<file path="src/txll_pkg.sv">
// Shared types and constants for the transmit latency learning loop.
`timescale 1ns / 1ps
`default_nettype none

package txll_pkg;

  // Request kinds carried in req_type
  typedef enum logic [1:0] {
    REQ_SCHEDULE = 2'd0,
    REQ_REJECT   = 2'd1,
    REQ_DONE     = 2'd2,
    REQ_UNUSED   = 2'd3
  } req_e;

  // Outcome codes reported with each result
  typedef enum logic [2:0] {
    OUT_IGNORED = 3'd0,
    OUT_SCHED   = 3'd1,
    OUT_BUMPED  = 3'd2,
    OUT_ONTIME  = 3'd3,
    OUT_LATE    = 3'd4,
    OUT_EARLY   = 3'd5
  } outcome_e;

  // Configuration register indexes
  typedef enum logic [2:0] {
    CFG_DEADZONE  = 3'd0,
    CFG_SHIFT     = 3'd1,
    CFG_CEILING   = 3'd2,
    CFG_FLOOR     = 3'd3,
    CFG_DECAY     = 3'd4,
    CFG_BUMP      = 3'd5
  } cfg_idx_e;

  // Reset values
  localparam logic [30:0] DEADZONE_RST = 31'd10;
  localparam logic [4:0]  SHIFT_RST    = 5'd4;
  localparam logic [31:0] CEILING_RST  = 32'd100000;
  localparam logic [31:0] FLOOR_RST    = 32'd100;
  localparam logic [31:0] DECAY_RST    = 32'd10;
  localparam logic [31:0] BUMP_RST     = 32'd1000;
  localparam logic [31:0] LATENCY_RST  = 32'd50000;

  // One result transaction
  typedef struct packed {
    logic [63:0] sched_time;
    logic [31:0] latency_now;
    outcome_e    outcome;
  } res_t;

endpackage

`default_nettype wire

</file>
<file path="src/tx_latency_learning_loop_core.sv">
// Top level of the transmit latency learning loop.
`timescale 1ns / 1ps
`default_nettype none

// Learns the lead time a scheduled transmission needs. Each input transaction
// (schedule, rejection, completion or unused kind) is processed in the cycle
// it is accepted and yields exactly one result, registered into the result or
// skid entry. One transaction is taken per cycle while in_stall_o is low; the
// latency update is combinational (64-bit schedule add, 33-bit clamp logic).
// A two-entry output stage (result register plus skid register) lets the
// block keep accepting while one result waits to be taken; in_stall_o rises
// only when both entries are full. Configuration writes take effect at the
// clock edge where cfg_we_i is high and should be made while the block idles.
module tx_latency_learning_loop_core (
  input  wire logic        clk_i,
  input  wire logic        rst_ni,
  // configuration
  input  wire logic        cfg_we_i,
  input  wire logic [2:0]  cfg_index_i,
  input  wire logic [31:0] cfg_data_i,
  // input channel
  input  wire logic        in_valid_i,
  output logic             in_stall_o,
  input  wire logic [1:0]  req_type_i,
  input  wire logic [63:0] want_time_i,
  input  wire logic [31:0] actual_stamp_i,
  input  wire logic        tx_ok_i,
  // output channel
  output logic             out_valid_o,
  input  wire logic        out_stall_i,
  output logic [63:0]      sched_time_o,
  output logic [31:0]      latency_now_o,
  output logic [2:0]       outcome_o
);
  import txll_pkg::*;

  // Configuration registers
  logic [30:0] deadzone_q;
  logic [4:0]  shift_q;
  logic [31:0] ceiling_q, floor_q, decay_q, bump_q;

  // Learning state
  logic [31:0] latency_q, latency_d;
  logic [63:0] target_q, target_d;

  // Output stage
  logic out_valid_q, skid_valid_q;
  res_t out_q, skid_q, res_d;

  logic in_acc, out_taken;

  // Error and update terms
  logic [31:0] diff, mag, inc_raw, inc;
  logic        neg, beyond;
  logic [32:0] bump_sum, inc_sum, floor_sum;
  logic [31:0] bump_lat, inc_lat, decay_lat;
  logic [63:0] sched_sum;

  assign in_acc    = in_valid_i && !skid_valid_q;
  assign out_taken = out_valid_q && !out_stall_i;

  // Hold configuration; write at the enable edge
  always_ff @(posedge clk_i or negedge rst_ni) begin
    if (!rst_ni) begin
      deadzone_q <= DEADZONE_RST;
      shift_q    <= SHIFT_RST;
      ceiling_q  <= CEILING_RST;
      floor_q    <= FLOOR_RST;
      decay_q    <= DECAY_RST;
      bump_q     <= BUMP_RST;
    end else if (cfg_we_i) begin
      case (cfg_index_i)
        CFG_DEADZONE: deadzone_q <= cfg_data_i[30:0];
        CFG_SHIFT:    shift_q    <= cfg_data_i[4:0];
        CFG_CEILING:  ceiling_q  <= cfg_data_i;
        CFG_FLOOR:    floor_q    <= cfg_data_i;
        CFG_DECAY:    decay_q    <= cfg_data_i;
        CFG_BUMP:     bump_q     <= cfg_data_i;
        default: ;
      endcase
    end
  end

  // Signed timing error and its magnitude
  always_comb begin
    diff    = actual_stamp_i - target_q[31:0];
    neg     = diff[31];
    mag     = neg ? (~diff + 32'd1) : diff;
    beyond  = {1'b0, mag} > {2'b00, deadzone_q};
    inc_raw = mag >> shift_q;
    inc     = (inc_raw == 32'd0) ? 32'd1 : inc_raw;
  end

  // Candidate latencies, sums kept one bit wider
  always_comb begin
    bump_sum  = {1'b0, latency_q} + {1'b0, bump_q};
    inc_sum   = {1'b0, latency_q} + {1'b0, inc};
    floor_sum = {1'b0, floor_q} + {1'b0, decay_q};
    bump_lat  = (bump_sum > {1'b0, ceiling_q}) ? ceiling_q : bump_sum[31:0];
    inc_lat   = (inc_sum > {1'b0, ceiling_q}) ? ceiling_q : inc_sum[31:0];
    decay_lat = ({1'b0, latency_q} > floor_sum) ? (latency_q - decay_q) : floor_q;
    sched_sum = want_time_i + {32'd0, latency_q};
  end

  // Select the next state and the result
  always_comb begin
    latency_d         = latency_q;
    target_d          = target_q;
    res_d.sched_time  = 64'd0;
    res_d.outcome     = OUT_IGNORED;
    case (req_type_i)
      REQ_SCHEDULE: begin
        res_d.sched_time = sched_sum;
        target_d         = sched_sum;
        res_d.outcome    = OUT_SCHED;
      end
      REQ_REJECT: begin
        target_d      = 64'd0;
        latency_d     = bump_lat;
        res_d.outcome = OUT_BUMPED;
      end
      REQ_DONE: begin
        if (tx_ok_i && (target_q != 64'd0)) begin
          target_d = 64'd0;
          if (beyond && !neg) begin
            latency_d     = inc_lat;
            res_d.outcome = OUT_LATE;
          end else if (beyond) begin
            latency_d     = decay_lat;
            res_d.outcome = OUT_EARLY;
          end else begin
            res_d.outcome = OUT_ONTIME;
          end
        end
      end
      default: ;
    endcase
    res_d.latency_now = latency_d;
  end

  // Advance the learning state on each accepted transaction
  always_ff @(posedge clk_i or negedge rst_ni) begin
    if (!rst_ni) begin
      latency_q <= LATENCY_RST;
      target_q  <= 64'd0;
    end else if (in_acc) begin
      latency_q <= latency_d;
      target_q  <= target_d;
    end
  end

  // Track occupancy of the result and skid entries
  always_ff @(posedge clk_i or negedge rst_ni) begin
    if (!rst_ni) begin
      out_valid_q  <= 1'b0;
      skid_valid_q <= 1'b0;
    end else if (!out_valid_q || out_taken) begin
      out_valid_q  <= skid_valid_q || in_acc;
      skid_valid_q <= 1'b0;
    end else if (in_acc) begin
      skid_valid_q <= 1'b1;
    end
  end

  // Move result payloads
  always_ff @(posedge clk_i) begin
    if (!out_valid_q || out_taken) begin
      if (skid_valid_q) begin
        out_q <= skid_q;
      end else if (in_acc) begin
        out_q <= res_d;
      end
    end else if (in_acc) begin
      skid_q <= res_d;
    end
  end

  assign in_stall_o    = skid_valid_q;
  assign out_valid_o   = out_valid_q;
  assign sched_time_o  = out_q.sched_time;
  assign latency_now_o = out_q.latency_now;
  assign outcome_o     = out_q.outcome;

  // The skid entry only fills behind a held result
  a_skid_behind_out: assert property (@(posedge clk_i) disable iff (!rst_ni)
    skid_valid_q |-> out_valid_q)
    else $error("skid entry valid while result entry empty");

  // A stalled result is never dropped
  a_hold_stalled: assert property (@(posedge clk_i) disable iff (!rst_ni)
    (out_valid_q && out_stall_i) |=> out_valid_q)
    else $error("stalled result dropped");

  // An accepted schedule leaves its sum as the pending target
  a_target_set: assert property (@(posedge clk_i) disable iff (!rst_ni)
    (in_acc && (req_type_i == REQ_SCHEDULE)) |=> (target_q == $past(sched_sum)))
    else $error("pending target does not match scheduled time");

  // A schedule result always carries the scheduled outcome code
  a_outcome_sched: assert property (@(posedge clk_i) disable iff (!rst_ni)
    (in_acc && (req_type_i == REQ_SCHEDULE)) |-> (res_d.outcome == OUT_SCHED))
    else $error("schedule transaction without scheduled outcome");

endmodule

`default_nettype wire

</file>
<file path="config.mk">
export PLATFORM = sky130hd
export DESIGN_NAME = tx_latency_learning_loop_core
export DESIGN_NICKNAME = d
export VERILOG_FILES = /design/src/txll_pkg.sv /design/src/tx_latency_learning_loop_core.sv
export SDC_FILE = /design/constraint.sdc
export NUM_CORES = 2
export LEC_CHECK = 0
export BUFFER_PORTS_ARGS = -buffer_cell sky130_fd_sc_hd__buf_2
export CELL_PAD_IN_SITES_DETAIL_PLACEMENT = 1
export CELL_PAD_IN_SITES_GLOBAL_PLACEMENT = 2
export CORE_ASPECT_RATIO = 0.9
export CORE_MARGIN = 3
export CORE_UTILIZATION = 39
export CTS_CLUSTER_DIAMETER = 50
export DETAILED_ROUTE_END_ITERATION = 6
export GPL_TIMING_DRIVEN = 0
export PLACE_DENSITY_LB_ADDON = 0.1
export SETUP_SLACK_MARGIN = 0.1
export SLEW_MARGIN = 20
export SYNTH_ARGS = -nofsm -noshare
export SYNTH_HDL_FRONTEND = slang
export SYNTH_SLANG_ARGS = --single-unit
</file>
<file path="constraint.sdc">
create_clock -name clk_i -period 15.5 [get_ports clk_i]
set_input_delay 1.55 -clock clk_i [delete_from_list [all_inputs] [get_ports clk_i]]
set_output_delay 1.55 -clock clk_i [all_outputs]
set_load 0.03 [all_outputs]
</file>
==> flow_summary.ini <==
[synth]
yosysSeqAreaShare_pct = 34.10
synth_top_area_share_pct = 16.18
ys_async_sr_fraction_pct = 56.96
ys_ff_latch = 460
yosysWarningCount = 0
synth.area.top_cells = edfxtp_1 (16%), dfrtp_1 (16%), ha_1 (11%), nand2_1 (4.3%), mux2_2 (3.7%)
yosys.area.top_type = edfxtp_1
synth_area_um2 = 36750
synth_enable_flop_cells = 198
syn_inst = 4144
syn_avg_cell_area_um2 = 8.869
synth_top_flop_cell = dfrtp_1
synth.net_count = 4604
synthDistinctLibCells = 101

[global_routing]
grt_pass1_wl_um = 234400
grt_overflow_total = 0
grt_pass1_vias = 35360
grt_usage_pct = 31.89
grt_max_degree = 73
antenna_found_initial = 23

[die]
die-width_um = 329.6
die_area_um2 = 97970
die_y_um = 297.2
boundaryPins = 240
placement_rows = 106
core-area_um2 = 93100
initial_core_util_pct = 39.48

[setup_path]
start_kind = primary input
r2r_slack_ns = 1.00
r2r_cells = 50
cp.arrival_ns = 15.37
worstSetupEndpointType = flop
r2r-start = target_q[18]
rr_endpoint = latency_now_o[20]
crit_type = in -> reg
cp_max_fo = 10
cp_data_required_time_ns = 15.93
cpPeakStageDelay_ns = 0.68
slowest_stage = nor4_1

[drt]
vias_per_cell = 6.067
initialDrtViolationCount = 3069
finalWirelength_um = 159200
via_count = 35100
drc_errors = 0
antenna_left = 0
routedWlPerCell_um = 27.52
firstDrtPassIters = 5

[sta]
drv_slew = 0
worst_clock_skew_ns = 0.03802
setup_viol = 0
tightest_slew_ns = 1.103
hold_violations = 0
fin_crit_ns = 14.95
relSlewSlack_pct = 26.26
rsz0062_at_grt = no
setup-tns-final_ns = 0
fmax_mhz = 66.91
whs_ns = 0.4816
layout_setup_ws_ns = 0.5548
finalCritPeriodShare_pct = 96.42

[placed_design]
hpwl_um = 126900
gp_congestion = 0.9636
dp_slack_ns = -1.732
port_buffers = 238

[min_path]
hp-class = reg -> reg
hold_depth = 2
hold_start = target_q[41]
holdPathEnd = target_q[41]

[clock_network]
numCtsBuffers = 72
cts_tree = built
clockBufferDepth = 3
clk_pin_slew_ns = 0.06
htree_levels = 3
clkSinkCount = 460
clock_latency_ns = 0.67
hold_buffers = 0
cts-root-buf = clkbuf_16

[final_layout]
fillers = 10950
drive_above_1_share_pct = 13.89
finish.utilization_pct = 45.78
nets = 4930
area_growth_pct = 15.98

[outcome]
status = finished, final reports clean

[job]
maxCapViolations = 0
-- cell usage in the layout (no fill, tap or decap), types with 75 or more instances in the layout --
cell type and n:
xor2_1 84, edfxtp_1 198, nand2_1 423, clkbuf_16 75, a21oi_1 266, buf_2 247, xnor2_1 113, dfrtp_1 236
ha_1 315, o31ai_1 80, nand3_1 83, inv_1 215, a21o_1 99, nor2_1 326, mux2_2 121, clkbuf_1 193
nor3_1 111, o21ai_0 268
-- routing by layer --
| metal | track usage [%] | vias up | share of wire, % |
|---|---|---|---|
| li1 | - | 16090 | - |
| met1 | 43.17 | 17560 | 44 |
| met2 | 50.78 | 1172 | 45 |
| met3 | 5.344 | 266 | 6.0 |
| met4 | 12.42 | 4 | 4.2 |
| met5 | 0 | - | 0.017 |
-- final cells by class --
cell class | instances | area (µm²) | area share, %
Multi-Input combinational cell | 3257 | 22820 | 53.53
Antenna cell | 14 | 35.03 | 0.08219
Tap cell | 1242 | 1554 | 3.646
Inverter | 219 | 822.0 | 1.928
Clock inverter | 43 | 576.8 | 1.353
Sequential cell | 460 | 12530 | 29.41
Buffer | 207 | 812.0 | 1.905
Timing Repair Buffer | 253 | 1523 | 3.572
Clock buffer | 90 | 1953 | 4.582
-- synth_stat cells (all sizes together), types with 17 or more instances --
cell type / number
dfstp: 26
nor2: 327
o21ai: 278
inv: 217
a2111oi: 18
or3: 26
o31ai: 81
mux4: 17
a221oi: 32
buf: 25
mux2: 121
o21a: 50
xor2: 85
mux2i: 60
nand4: 60
o211ai: 31
or2: 19
clkbuf: 183
nor2b: 39
nand2b: 32
a21o: 99
and3: 46
a211oi: 39
xnor2: 118
dfrtp: 236
and2: 53
a311oi: 36
nand2: 423
o21bai: 23
nand3: 84
a22o: 28
nor3: 115
a31oi: 61
a21oi: 268
edfxtp: 198
nor4: 49
ha: 315
-- cells by family after synthesis --
| kind of cell | count (synthesis) | synth area share (%) |
|---|---|---|
| compound gates | 1206 | 21.87 |
| xor+xnor | 205 | 4.960 |
| fa+ha+maj | 322 | 11.08 |
| buf+inv | 427 | 4.436 |
| flops | 460 | 34.10 |
| mux | 198 | 6.383 |
| simple gates | 1326 | 17.17 |
-- flip-flops by register name, summed over array words and instances (netlist names), 32 cells and up --
name,count
target_q,64
latency_q,32
bump_q,32
latency_now_o,32
skid_q,99
sched_time_o,64
floor_q,32
ceiling_q,32
decay_q,32
-- worst max-delay path by stage --
stage                             startpoint                 to  slack, ns
after floorplan           actual_stamp_i[17]         skid_q[17]       3.49
after global placement    actual_stamp_i[16]  latency_now_o[21]      -1.96
after detailed placement  actual_stamp_i[16]  latency_now_o[21]      -1.73
after CTS                 actual_stamp_i[17]  latency_now_o[25]       0.13
after global routing      actual_stamp_i[17]   latency_now_o[0]       0.07
final                     actual_stamp_i[17]  latency_now_o[20]       0.55
-- through the flow --
step | instances | area, µm²
4_1_cts | 5771 | 42440
6_report | 5785 | 42630
3_5_place_dp | 5638 | 39870
5_1_grt | 5778 | 42610
2_1_floorplan | 4144 | 36750
3_3_place_gp | 5624 | 39500
-- worst max-delay path: cells and delay by family --
| kind | cells | cell delay (ns) |
|---|---|---|
| compound gates | 22 | 6.26 |
| xor+xnor | 1 | 0.18 |
| fa+ha+maj | 4 | 1.23 |
| buf+inv | 8 | 2.01 |
| mux | 1 | 0.14 |
| simple gates | 15 | 3.96 |
-- what timing repair did --
action | in CTS | in global routing
pin swaps | 0 | 1
gates resized for setup | 12 | 30
endpoints found under the setup margin | 76 | 93
setup buffers | 0 | 1
Power is left out: the tool's default activity adds up to more than one toggle a clock period on the data nets, which glitch-free logic cannot reach.
